[src/icov_pkg.sv]
// Shared types and constants of the instruction coverage tracker.
`default_nettype none

package icov_pkg;

   // Operation codes of a request.
   localparam logic [2:0] OP_DEFINE = 3'd0;
   localparam logic [2:0] OP_RECORD = 3'd1;
   localparam logic [2:0] OP_BRANCH = 3'd2;
   localparam logic [2:0] OP_CLEAR  = 3'd3;
   localparam logic [2:0] OP_READ   = 3'd4;

   // Configuration register indexes.
   localparam logic REG_WINDOW_BASE  = 1'b0;
   localparam logic REG_WINDOW_BYTES = 1'b1;

   localparam int             WINDOW_BYTES_W     = 17;
   localparam logic [16:0]    WINDOW_BYTES_RESET = 17'h10000;

   // Outcome flag bits of a slot.
   localparam int FLAG_EXEC      = 0;
   localparam int FLAG_SKIP      = 1;
   localparam int FLAG_TAKEN     = 2;
   localparam int FLAG_NOT_TAKEN = 3;

   // Definition bits of a slot.
   localparam int DEF_INSTR = 0;
   localparam int DEF_COND  = 1;

   // Site tallies.
   localparam int T_UNIQ_EXEC    = 0;
   localparam int T_UNIQ_SKIP    = 1;
   localparam int T_OBS_SITES    = 2;
   localparam int T_OBS_OUTCOMES = 3;
   localparam int T_BOTH         = 4;
   localparam int T_COV_INSTR    = 5;
   localparam int T_TOT_INSTR    = 6;
   localparam int T_COV_BRANCH   = 7;
   localparam int T_TOT_BRANCH   = 8;
   localparam int TALLY_COUNT    = 9;

   // Counter selects of a read.
   localparam logic [3:0] SEL_EXEC       = 4'd0;
   localparam logic [3:0] SEL_SKIP       = 4'd1;
   localparam logic [3:0] SEL_OUTSIDE    = 4'd2;
   localparam logic [3:0] SEL_BRANCHES   = 4'd3;
   localparam logic [3:0] SEL_TAKEN      = 4'd4;
   localparam logic [3:0] SEL_NOT_TAKEN  = 4'd5;
   localparam logic [3:0] SEL_UNIQ_EXEC  = 4'd6;
   localparam logic [3:0] SEL_TOT_BRANCH = 4'd14;

   typedef struct packed {
      logic [2:0]  op;
      logic [31:0] address;
      logic        outcome;
      logic [3:0]  counter_select;
   } icov_req_type;

   typedef struct packed {
      logic        in_window;
      logic [3:0]  slot_flags;
      logic [63:0] counter_value;
   } icov_rsp_type;

   typedef struct packed {
      logic load;
      logic check;
      logic fetch;
      logic update;
      logic wipe;
      logic wipe_defs;
   } icov_cmd_type;

   typedef struct packed {
      logic is_clear;
      logic sweep_last;
   } icov_stat_type;

   typedef enum logic [2:0] {
      ST_INIT,
      ST_IDLE,
      ST_CHECK,
      ST_FETCH,
      ST_SWEEP,
      ST_UPDATE
   } icov_state_type;

endpackage

`default_nettype wire

[src/icov_ctrl.sv]
// Sequencing state machine of the instruction coverage tracker.
`default_nettype none

module icov_ctrl (
   input  logic                    clock,
   input  logic                    reset,
   input  logic                    start,
   output logic                    busy,
   input  icov_pkg::icov_stat_type stat,
   output icov_pkg::icov_cmd_type  cmd
);
   import icov_pkg::*;

   icov_state_type state_ff;
   icov_state_type state_in;

   always_ff @(posedge clock) begin
      if (reset) begin
         state_ff <= ST_INIT;
      end else begin
         state_ff <= state_in;
      end
   end

   always_comb begin
      state_in = state_ff;
      cmd      = '0;
      busy     = 1'b1;
      unique case (state_ff)
         ST_INIT: begin
            cmd.wipe      = 1'b1;
            cmd.wipe_defs = 1'b1;
            if (stat.sweep_last) state_in = ST_IDLE;
         end
         ST_IDLE: begin
            busy     = 1'b0;
            cmd.load = start;
            if (start) state_in = ST_CHECK;
         end
         ST_CHECK: begin
            cmd.check = 1'b1;
            state_in  = stat.is_clear ? ST_SWEEP : ST_FETCH;
         end
         ST_FETCH: begin
            cmd.fetch = 1'b1;
            state_in  = ST_UPDATE;
         end
         ST_SWEEP: begin
            cmd.wipe = 1'b1;
            if (stat.sweep_last) state_in = ST_UPDATE;
         end
         ST_UPDATE: begin
            cmd.update = 1'b1;
            state_in   = ST_IDLE;
         end
         default: state_in = ST_INIT;
      endcase
   end

endmodule

`default_nettype wire

[config.mk]
export PLATFORM = sky130hd
export DESIGN_NAME = icov_ctrl
export DESIGN_NICKNAME = d
export VERILOG_FILES = /design/src/icov_pkg.sv /design/src/icov_ctrl.sv
export SDC_FILE = /design/constraint.sdc
export NUM_CORES = 1
export LEC_CHECK = 0
export ABC_AREA = 1
export ABC_CLOCK_PERIOD_IN_PS = 1700
export BUFFER_PORTS_ARGS = -buffer_cell sky130_fd_sc_hd__clkbuf_2
export CAP_MARGIN = 25
export CORE_AREA = 4 4 41 43
export DETAILED_ROUTE_END_ITERATION = 16
export DIE_AREA = 0 0 45 47
export PLACE_DENSITY = 0.4
export REMOVE_ABC_BUFFERS = 1
export SYNTH_ARGS = -nofsm -noshare
export SYNTH_HDL_FRONTEND = slang
export SYNTH_SLANG_ARGS = --single-unit
[constraint.sdc]
create_clock -name clock -period 1.7 [get_ports clock]
set_input_delay 0.085 -clock clock [delete_from_list [all_inputs] [get_ports clock]]
set_output_delay 0.085 -clock clock [all_outputs]
set_load 0.05 [all_outputs]
==> results.sh, run 1 <==
export IMPL_outcome="finished, final reports clean"
export IMPL_wl_met1_um=262
export IMPL_finClkSkew_ns=0.003319
export IMPL_netlist_top_cells_area="dfxtp_1 (29%), nand2_1 (16%), inv_1 (14%)"
export IMPL_antenna_left=0
export IMPL_met2_length_um=199
export IMPL_start_kind="register"
export IMPL_grt_pass1_wl_um=807
export IMPL_r2r_end="state_ff[0]"
export IMPL_p_per_area_nw_per_um2=1225
export IMPL_peakVddDrop_mv=0.3107
export IMPL_ys_warn_count=0
export IMPL_r2r_start="state_ff[2]"
export IMPL_fp_row_count=13
export IMPL_required_ns=1.62
export IMPL_first_pass_iters=4
export IMPL_drive_above_1_share_pct=37.74
export IMPL_io_pins=12
export IMPL_max_stage_delay_ns=0.39
export IMPL_route_vias_total=247
export IMPL_post_drt_wl_per_cell_um=7.471
export IMPL_hp_start="reset"
export IMPL_cts_resized=0
export IMPL_cts_sinks=3
export IMPL_slew_viol_final=0
export IMPL_place_ws_ns=0.6326
export IMPL_async_reset_ff_share_pct=0
export IMPL_htreeDepth=1
export IMPL_r2r_cells=5
export IMPL_portBuffers=11
export IMPL_synth_edff_count=0
export IMPL_finalCritPeriodShare_pct=76.35
export IMPL_wl_met3_um=46
export IMPL_cts_tree="done"
export IMPL_dieArea_um2=2115
export IMPL_dp_hpwl_um=425.2
export IMPL_viasPerCell=3.632
export IMPL_finalWirelength_um=508
export IMPL_rsz0062_at_grt="false"
export IMPL_cp_arrival_ns=1.21
export IMPL_path_class="register to primary output"
export IMPL_gp_congestion=0.6923
export IMPL_top_layer="met3"
export IMPL_clk_insertion_delay_late_ns=0.23
export IMPL_cts_hold_buf=0
export IMPL_cts_root_buf="clkbuf_4"
export IMPL_drt_iter0_drc=9
export IMPL_post_cts_buffers=0
export IMPL_top_register="state_ff"
export IMPL_grt_util_all_layers_pct=5.599
export IMPL_grt_pass1_vias=220
export IMPL_top_regs="state_ff (3)"
export IMPL_grt_max_degree=6
export IMPL_die_w_um=45
export IMPL_cp_cell_sequence="nand2_1 -> nor2_2 -> inv_2 -> nor2_1 -> clkbuf_2"
export IMPL_syn_area_um2=209.0
export IMPL_setup_viol=0
export IMPL_drv_cap=0
export IMPL_hold_end="state_ff[2]"
export IMPL_drc_errors=0
export IMPL_hold_path_depth=2
export IMPL_placed_area_um2=282.8
export IMPL_yosys_top_cells_count="nand2_1 (9), inv_1 (8), nor2_1 (5)"
export IMPL_synth_most_common_cell="nand2_1"
export IMPL_cp_slowest_cell="dfxtp_1"
export IMPL_core_area_um2=1301
export IMPL_ff2ff_setup_slack_ns=0.75
export IMPL_cts_clk_slew_worst_paths_ns=0.04
export IMPL_multi_input_area_um2=107.6
export IMPL_cts_buffer_depth=2
export IMPL_numCtsBuffers=3
export IMPL_fin_ws_ns=0.4021
export IMPL_hold_violations=0
export IMPL_num_fill_cells=167
export IMPL_worstMarginPinSlew_ns=0.2774
export IMPL_synthCells=38
export IMPL_ys_types=9
export IMPL_grt_remaining_overflow=0
export IMPL_path_max_fanout=5
export IMPL_synth_area_leader_cell="dfxtp_1"
export IMPL_finalCriticalPeriod_ns=1.298
export IMPL_fmax_mhz=770.5
export IMPL_die_y_um=47
export IMPL_slew_limit_headroom_pct=81.59
export IMPL_final_nets=59
export IMPL_p_leak_nw=0.1860
export IMPL_syn2layout_area_growth_pct=47.90
export IMPL_synth_seq_cells=3
export IMPL_power_mw=0.3787
export IMPL_final_seq_area_um2=60.06
export IMPL_antenna_found_initial=0
export IMPL_largest_reg_flops=3
export IMPL_yosys_area_top_type_share_pct=28.74
export IMPL_diodes=0
export IMPL_ys_seq_area_share_pct=28.74
export IMPL_setup_tns_ns=0
export IMPL_finalInstanceArea_um2=309.0
export IMPL_hp_class="primary input to register"
export IMPL_end_kind="primary output"
export IMPL_initial_core_util_pct=16.06
export IMPL_syn_area_per_cell_um2=5.499
export IMPL_synth_main_ff_cell="dfxtp_1"
-- power by group --
part	leakage (nW)	switching (mW)	internal [mW]	total [mW]
clock	0.0150	0.0355	0.0879	0.123
sequential	0.0246	0.00911	0.0788	0.0879
combinational	0.146	0.128	0.0396	0.167
total	0.186	0.172	0.206	0.379
-- worst max path at each step --
| stage | start | to | slack [ns] | cells past startpoint |
|---|---|---|---|---|
| CTS | state_ff[0] | cmd[5] | 0.38 | 5 |
| global placement | state_ff[0] | cmd[5] | 0.64 | 5 |
| floorplan | state_ff[0] | cmd[5] | 0.26 | 4 |
| global route | state_ff[0] | cmd[5] | 0.30 | 5 |
| finish | state_ff[0] | cmd[5] | 0.40 | 5 |
| detailed placement | state_ff[0] | cmd[5] | 0.63 | 5 |
-- critical path, delay by kind of cell, from the launching register on --
family	cells	cell delay, ns
flip-flops	1	0.39
AND/OR/NAND/NOR	3	0.27
buffers and inverters	2	0.33
-- through the flow --
stage | hold slack [ns] | util (%) | cells
after floorplan | 0.1541 | - | 38
after global placement | 0.2927 | 21.73 | 64
after detailed placement | 0.2881 | 21.73 | 64
after CTS | 0.04068 | 23.75 | 68
after global routing | 0.04952 | 23.75 | 68
final | 0.04877 | 23.75 | 68
-- cells in the final DEF (no fill, tap or decap) --
cell type	instances
inv_2	3
nor2_2	3
inv_1	8
a21oi_1	2
nand4_1	1
clkbuf_4	3
clkbuf_2	11
clkbuf_1	1
dfxtp_1	3
nand2_1	9
nor2_1	5
nand3_1	4
-- per-layer routing --
layer | vias up | GRT usage [%]
met5 | - | 0
met4 | 0 | 5.263
met3 | 0 | 2.299
met2 | 11 | 7.062
met1 | 96 | 7.014
li1 | 140 | -
-- area by class of cell --
cell class	count	area share [%]
clock buffer	4	8.502
inverter	11	13.36
multi-input combinational	24	34.82
sequential	3	19.43
tap	15	6.073
timing repair buffer	11	17.81
-- cell families after synthesis --
kind of cell | after synthesis | synth area share [%]
AO/OA/AOI/OAI | 2 | 4.791
AND/OR/NAND/NOR | 22 | 46.71
buffers and inverters | 11 | 19.76
flip-flops | 3 | 28.74
(Power assumes the default switching activity.)
==> inputs of run 2 (changes only) <==
--- a/config.mk
+++ b/config.mk
@@ -6,7 +6,7 @@
 export NUM_CORES = 1
 export LEC_CHECK = 0
 export ABC_AREA = 1
-export ABC_CLOCK_PERIOD_IN_PS = 1700
+export ABC_CLOCK_PERIOD_IN_PS = 1300
 export BUFFER_PORTS_ARGS = -buffer_cell sky130_fd_sc_hd__clkbuf_2
 export CAP_MARGIN = 25
 export CORE_AREA = 4 4 41 43
==> constraint.sdc (replaced) <==
create_clock -name clock -period 1.3 [get_ports clock]
set_input_delay 0.065 -clock clock [delete_from_list [all_inputs] [get_ports clock]]
set_output_delay 0.065 -clock clock [all_outputs]
set_load 0.05 [all_outputs]
==> run 2 against run 1 <==
  * Combinational power increased by 35%
  * Register-to-register slack worse by 0.39 ns
  * Design area rose by 4.0%
  * Critical endpoint unchanged
==> results.sh, run 2 (synthesis results as in run 1) <==
export IMPL_cts_clk_slew_worst_paths_ns=0.04
export IMPL_finalWirelength_um=492
export IMPL_grt_remaining_overflow=0
export IMPL_grt_util_all_layers_pct=5.525
export IMPL_numCtsBuffers=3
export IMPL_slew_limit_headroom_pct=81.43
export IMPL_worstMarginPinSlew_ns=0.2797
export IMPL_p_leak_nw=0.1883
export IMPL_finalInstanceArea_um2=321.6
export IMPL_largest_reg_flops=3
export IMPL_hold_path_depth=2
export IMPL_required_ns=1.24
export IMPL_drt_iter0_drc=4
export IMPL_cts_sinks=3
export IMPL_clk_insertion_delay_late_ns=0.23
export IMPL_post_cts_buffers=0
export IMPL_io_pins=12
export IMPL_drv_cap=0
export IMPL_core_area_um2=1301
export IMPL_hold_worst_slack_ns=0.02173
export IMPL_path_class="register to primary output"
export IMPL_final_common_cell="nand2_1"
export IMPL_syn2layout_area_growth_pct=53.89
export IMPL_viasPerCell=3.618
export IMPL_layout_common_cells="nand2_1 (9), inv_1 (8), clkbuf_2 (8)"
export IMPL_finalCriticalPeriod_ns=1.200
export IMPL_drive_above_1_share_pct=39.62
export IMPL_fmax_mhz=833.6
export IMPL_placed_area_um2=282.8
export IMPL_r2r_cells=5
export IMPL_slew_viol_final=0
export IMPL_hp_class="primary input to register"
export IMPL_cp_arrival_ns=1.13
export IMPL_grt_pass1_vias=214
export IMPL_fin_ws_ns=0.1003
export IMPL_cts_root_buf="clkbuf_4"
export IMPL_place_ws_ns=0.2449
export IMPL_cts_buffer_depth=2
export IMPL_cts_tree="done"
export IMPL_top_register="state_ff"
export IMPL_rsz0062_at_grt="false"
export IMPL_hold_violations=0
export IMPL_finalCoreUtilization_pct=24.71
export IMPL_antenna_left=0
export IMPL_initial_core_util_pct=16.06
export IMPL_hp_start="reset"
export IMPL_first_pass_iters=4
export IMPL_top_regs="state_ff (3)"
export IMPL_dieArea_um2=2115
export IMPL_stdcell_count=68
export IMPL_final_seq_area_um2=61.31
export IMPL_drc_errors=0
export IMPL_post_drt_wl_per_cell_um=7.235
export IMPL_ff2ff_setup_slack_ns=0.36
export IMPL_end_kind="primary output"
export IMPL_p_per_area_nw_per_um2=1569
export IMPL_grt_pass1_wl_um=793
export IMPL_multi_input_area_um2=107.6
export IMPL_grt_max_degree=6
export IMPL_peakVddDrop_mv=0.4805
export IMPL_start_kind="register"
export IMPL_finalCritPeriodShare_pct=92.28
export IMPL_placedCellCount=64
export IMPL_r2r_start="state_ff[2]"
export IMPL_final_nets=59
export IMPL_num_fill_cells=154
export IMPL_die_y_um=47
export IMPL_die_w_um=45
export IMPL_antenna_found_initial=0
export IMPL_gp_congestion=0.6752
export IMPL_setup_viol=0
export IMPL_htreeDepth=1
export IMPL_fp_row_count=13
export IMPL_path_max_fanout=4
export IMPL_finClkSkew_ns=0.001838
export IMPL_diodes=0
export IMPL_r2r_end="state_ff[0]"
export IMPL_hold_end="state_ff[2]"
export IMPL_route_vias_total=246
export IMPL_outcome="finished, final reports clean"
export IMPL_portBuffers=11
run 2: cell types whose count changed in the layout (fill, tap and decap cells not counted), sizes merged:
cell / previous run / this run
buf: 0 / 1
clkbuf: 15 / 14
run 2: per-layer routing:
| layer | vias to the layer above | track usage, % | wire length, um |
|---|---|---|---|
| li1 | 143 | - | - |
| met1 | 90 | 6.349 | 244 |
| met4 | 0 | 5.263 | 17 |
| met5 | - | 0 | 0 |
| met3 | 2 | 3.065 | 48 |
| met2 | 11 | 7.062 | 182 |
run 2: cell type report:
cell class | count | share of cell area [%]
inverters | 11 | 12.84
clock buffers | 4 | 8.171
flip-flops and latches | 3 | 19.07
well taps | 15 | 5.837
repair buffers | 11 | 20.62
multi-input cells | 24 | 33.46
run 2: timing repair:
item	in CTS	in global routing
resized for setup	1	7
endpoints found under the setup margin	1	3
hold buffers	0	0
run 2: report_power, final:
| part | switching (mW) | leakage, nW | internal (mW) |
|---|---|---|---|
| logic | 0.167 | 0.149 | 0.0577 |
| registers | 0.0118 | 0.0248 | 0.104 |
| clock network | 0.0484 | 0.0150 | 0.115 |
| total | 0.227 | 0.188 | 0.277 |
run 2: metrics by stage:
step | power [mW] | setup TNS (ns)
2_1_floorplan | 0.2899 | -0.1687
3_3_place_gp | 0.3399 | 0
3_5_place_dp | 0.3363 | 0
4_1_cts | 0.5093 | 0
5_1_grt | 0.5400 | 0
6_report | 0.5045 | 0
run 2: worst max-delay path: stages, from the launching register on:
cell,delay [ns]
dfxtp_1,0.32
inv_2,0.08
nand2_1,0.07
nor2_2,0.10
inv_2,0.05
nor2_1,0.11
buf_6,0.17
run 2: how the worst max path moves through the flow:
| stage | depth (start not counted) | from | endpoint |
|---|---|---|---|
| after floorplan | 4 | state_ff[0] | cmd[5] |
| after global placement | 5 | state_ff[0] | cmd[5] |
| after detailed placement | 5 | state_ff[0] | cmd[5] |
| after CTS | 5 | state_ff[1] | cmd[3] |
| after global routing | 5 | state_ff[1] | cmd[3] |
| final | 6 | state_ff[1] | cmd[5] |
==> inputs of run 3 (changes only) <==
--- a/config.mk
+++ b/config.mk
@@ -10,6 +10,7 @@
 export BUFFER_PORTS_ARGS = -buffer_cell sky130_fd_sc_hd__clkbuf_2
 export CAP_MARGIN = 25
 export CORE_AREA = 4 4 41 43
+export CTS_BUF_LIST = sky130_fd_sc_hd__clkbuf_4 sky130_fd_sc_hd__clkbuf_8
 export DETAILED_ROUTE_END_ITERATION = 16
 export DIE_AREA = 0 0 45 47
 export PLACE_DENSITY = 0.4
==> run 3 against run 2 <==
  * Hold slack is essentially flat
  * Utilization grew 0.29 points
  * Non-clock buffer count is the same
  * Via count grew 0.81%
  * Routed wire length grew 0.41%
  * Largest power group unchanged
==> results.sh, run 3 (synthesis results as in run 1) <==
export IMPL_max_stage_delay_ns=0.32
export IMPL_die_y_um=47
export IMPL_viasPerCell=3.647
export IMPL_layout_common_cells="nand2_1 (9), inv_1 (8), clkbuf_2 (8)"
export IMPL_grt_pass1_wl_um=807
export IMPL_dieArea_um2=2115
export IMPL_post_drt_wl_per_cell_um=7.265
export IMPL_htreeDepth=1
export IMPL_wl_met3_um=48
export IMPL_setup_viol=0
export IMPL_route_vias_total=248
export IMPL_numCtsBuffers=3
export IMPL_slew_viol_final=0
export IMPL_drt_iter0_drc=4
export IMPL_finClkSkew_ns=0.001383
export IMPL_portBuffers=11
export IMPL_cp_arrival_ns=1.14
export IMPL_path_class="register to primary output"
export IMPL_path_max_fanout=4
export IMPL_crit_top_cell="inv_2"
export IMPL_cts_sinks=3
export IMPL_hold_worst_slack_ns=0.02152
export IMPL_core_area_um2=1301
export IMPL_wl_met1_um=243
export IMPL_drc_errors=0
export IMPL_hold_violations=0
export IMPL_syn2layout_area_growth_pct=55.69
export IMPL_io_pins=12
export IMPL_final_nets=59
export IMPL_r2r_end="state_ff[0]"
export IMPL_drive_above_1_share_pct=41.51
export IMPL_antenna_left=0
export IMPL_r2r_cells=5
export IMPL_grt_pass1_vias=219
export IMPL_outcome="finished, final reports clean"
export IMPL_finalCriticalPeriod_ns=1.200
export IMPL_required_ns=1.24
export IMPL_top_layer="met4"
export IMPL_end_kind="primary output"
export IMPL_gp_congestion=0.6752
export IMPL_die_w_um=45
export IMPL_cts_root_buf="clkbuf_4"
export IMPL_fmax_mhz=833.0
export IMPL_cts_hold_buf=0
export IMPL_met2_length_um=184
export IMPL_first_pass_iters=4
export IMPL_finalCritPeriodShare_pct=92.34
export IMPL_worstMarginPinSlew_ns=0.2797
export IMPL_cts_buffer_depth=2
export IMPL_clk_insertion_delay_late_ns=0.23
export IMPL_p_leak_nw=0.1918
export IMPL_finalWirelength_um=494
export IMPL_initial_core_util_pct=16.06
export IMPL_drv_cap=0
export IMPL_grt_remaining_overflow=0
export IMPL_cts_tree="done"
export IMPL_placed_area_um2=282.8
export IMPL_cts_clk_slew_worst_paths_ns=0.04
export IMPL_top_register="state_ff"
export IMPL_grt_util_all_layers_pct=5.762
export IMPL_largest_reg_flops=3
export IMPL_ff2ff_setup_slack_ns=0.36
export IMPL_top_regs="state_ff (3)"
export IMPL_antenna_found_initial=0
export IMPL_cp_slowest_cell="dfxtp_1"
export IMPL_slew_limit_headroom_pct=81.43
export IMPL_finalCoreUtilization_pct=25.00
export IMPL_r2r_start="state_ff[2]"
export IMPL_hp_class="primary input to register"
export IMPL_hold_path_depth=2
export IMPL_cp_cell_sequence="inv_2 -> nand2_1 -> nor2_2 -> inv_2 -> nor2_1 -> buf_6"
export IMPL_p_per_area_nw_per_um2=1617
export IMPL_fp_row_count=13
export IMPL_diodes=0
export IMPL_peakVddDrop_mv=0.4806
export IMPL_start_kind="register"
export IMPL_hold_end="state_ff[2]"
export IMPL_post_cts_buffers=0
export IMPL_grt_max_degree=6
export IMPL_finalInstanceArea_um2=325.3
export IMPL_rsz0062_at_grt="false"
export IMPL_hp_start="reset"
export IMPL_final_common_cell="nand2_1"
==> run 3: cell types whose count changed in the layout (fill, tap and decap cells not counted) <==
| cell | delta |
|---|---|
| clkbuf_1 | -1 |
| clkbuf_4 | +1 |
==> run 3: power breakdown <==
group	internal [mW]	switching [mW]
Clock	0.136	0.0490
Combinational	0.0577	0.167
Sequential	0.104	0.0118
==> run 3: worst max-delay path by stage <==
stage                     slack [ns]  depth (start not counted)        start  endpoint
after floorplan                -0.12                          4  state_ff[0]    cmd[5]
after global placement          0.27                          5  state_ff[0]    cmd[5]
after detailed placement        0.24                          5  state_ff[0]    cmd[5]
after CTS                       0.03                          5  state_ff[1]    cmd[3]
after global routing          0.0008                          5  state_ff[1]    cmd[3]
final                            0.1                          6  state_ff[1]    cmd[5]
==> run 3: worst max-delay path: cells and delay by family, from the launching register on <==
family                 cells  cell delay (ns)
buffers and inverters      3             0.30
flip-flops                 1             0.32
AND/OR/NAND/NOR            3             0.28
==> run 3: through the flow <==
| step | std cells | TNS (ns) | setup WS [ns] | total power, mW |
|---|---|---|---|---|
| CTS | 68 | 0 | 0.03374 | 0.5322 |
| global placement | 64 | 0 | 0.2709 | 0.3399 |
| detailed placement | 64 | 0 | 0.2449 | 0.3363 |
| floorplan | 38 | -0.1687 | -0.1196 | 0.2899 |
| global route | 68 | 0 | 0.0007540 | 0.5633 |
| finish | 68 | 0 | 0.09952 | 0.5259 |
==> run 3: final cells by class <==
| cell class | instances | area, um2 |
|---|---|---|
| repair buffers | 11 | 66.31 |
| fillers | 154 | 975.9 |
| multi-input cells | 24 | 107.6 |
| inverters | 11 | 41.29 |
| flip-flops and latches | 3 | 61.31 |
| clock buffers | 4 | 30.03 |
| well taps | 15 | 18.77 |
==> run 3: repair_timing <==
item	in CTS	in global routing
gates resized for setup	1	7
endpoints found under the setup margin	1	3
cloned	0	0
==> run 3: metal layers <==
| layer | global-route usage (%) | vias up |
|---|---|---|
| li1 | - | 144 |
| met2 | 7.062 | 11 |
| met1 | 6.349 | 91 |
| met3 | 3.065 | 2 |
| met4 | 7.018 | 0 |
| met5 | 0 | - |
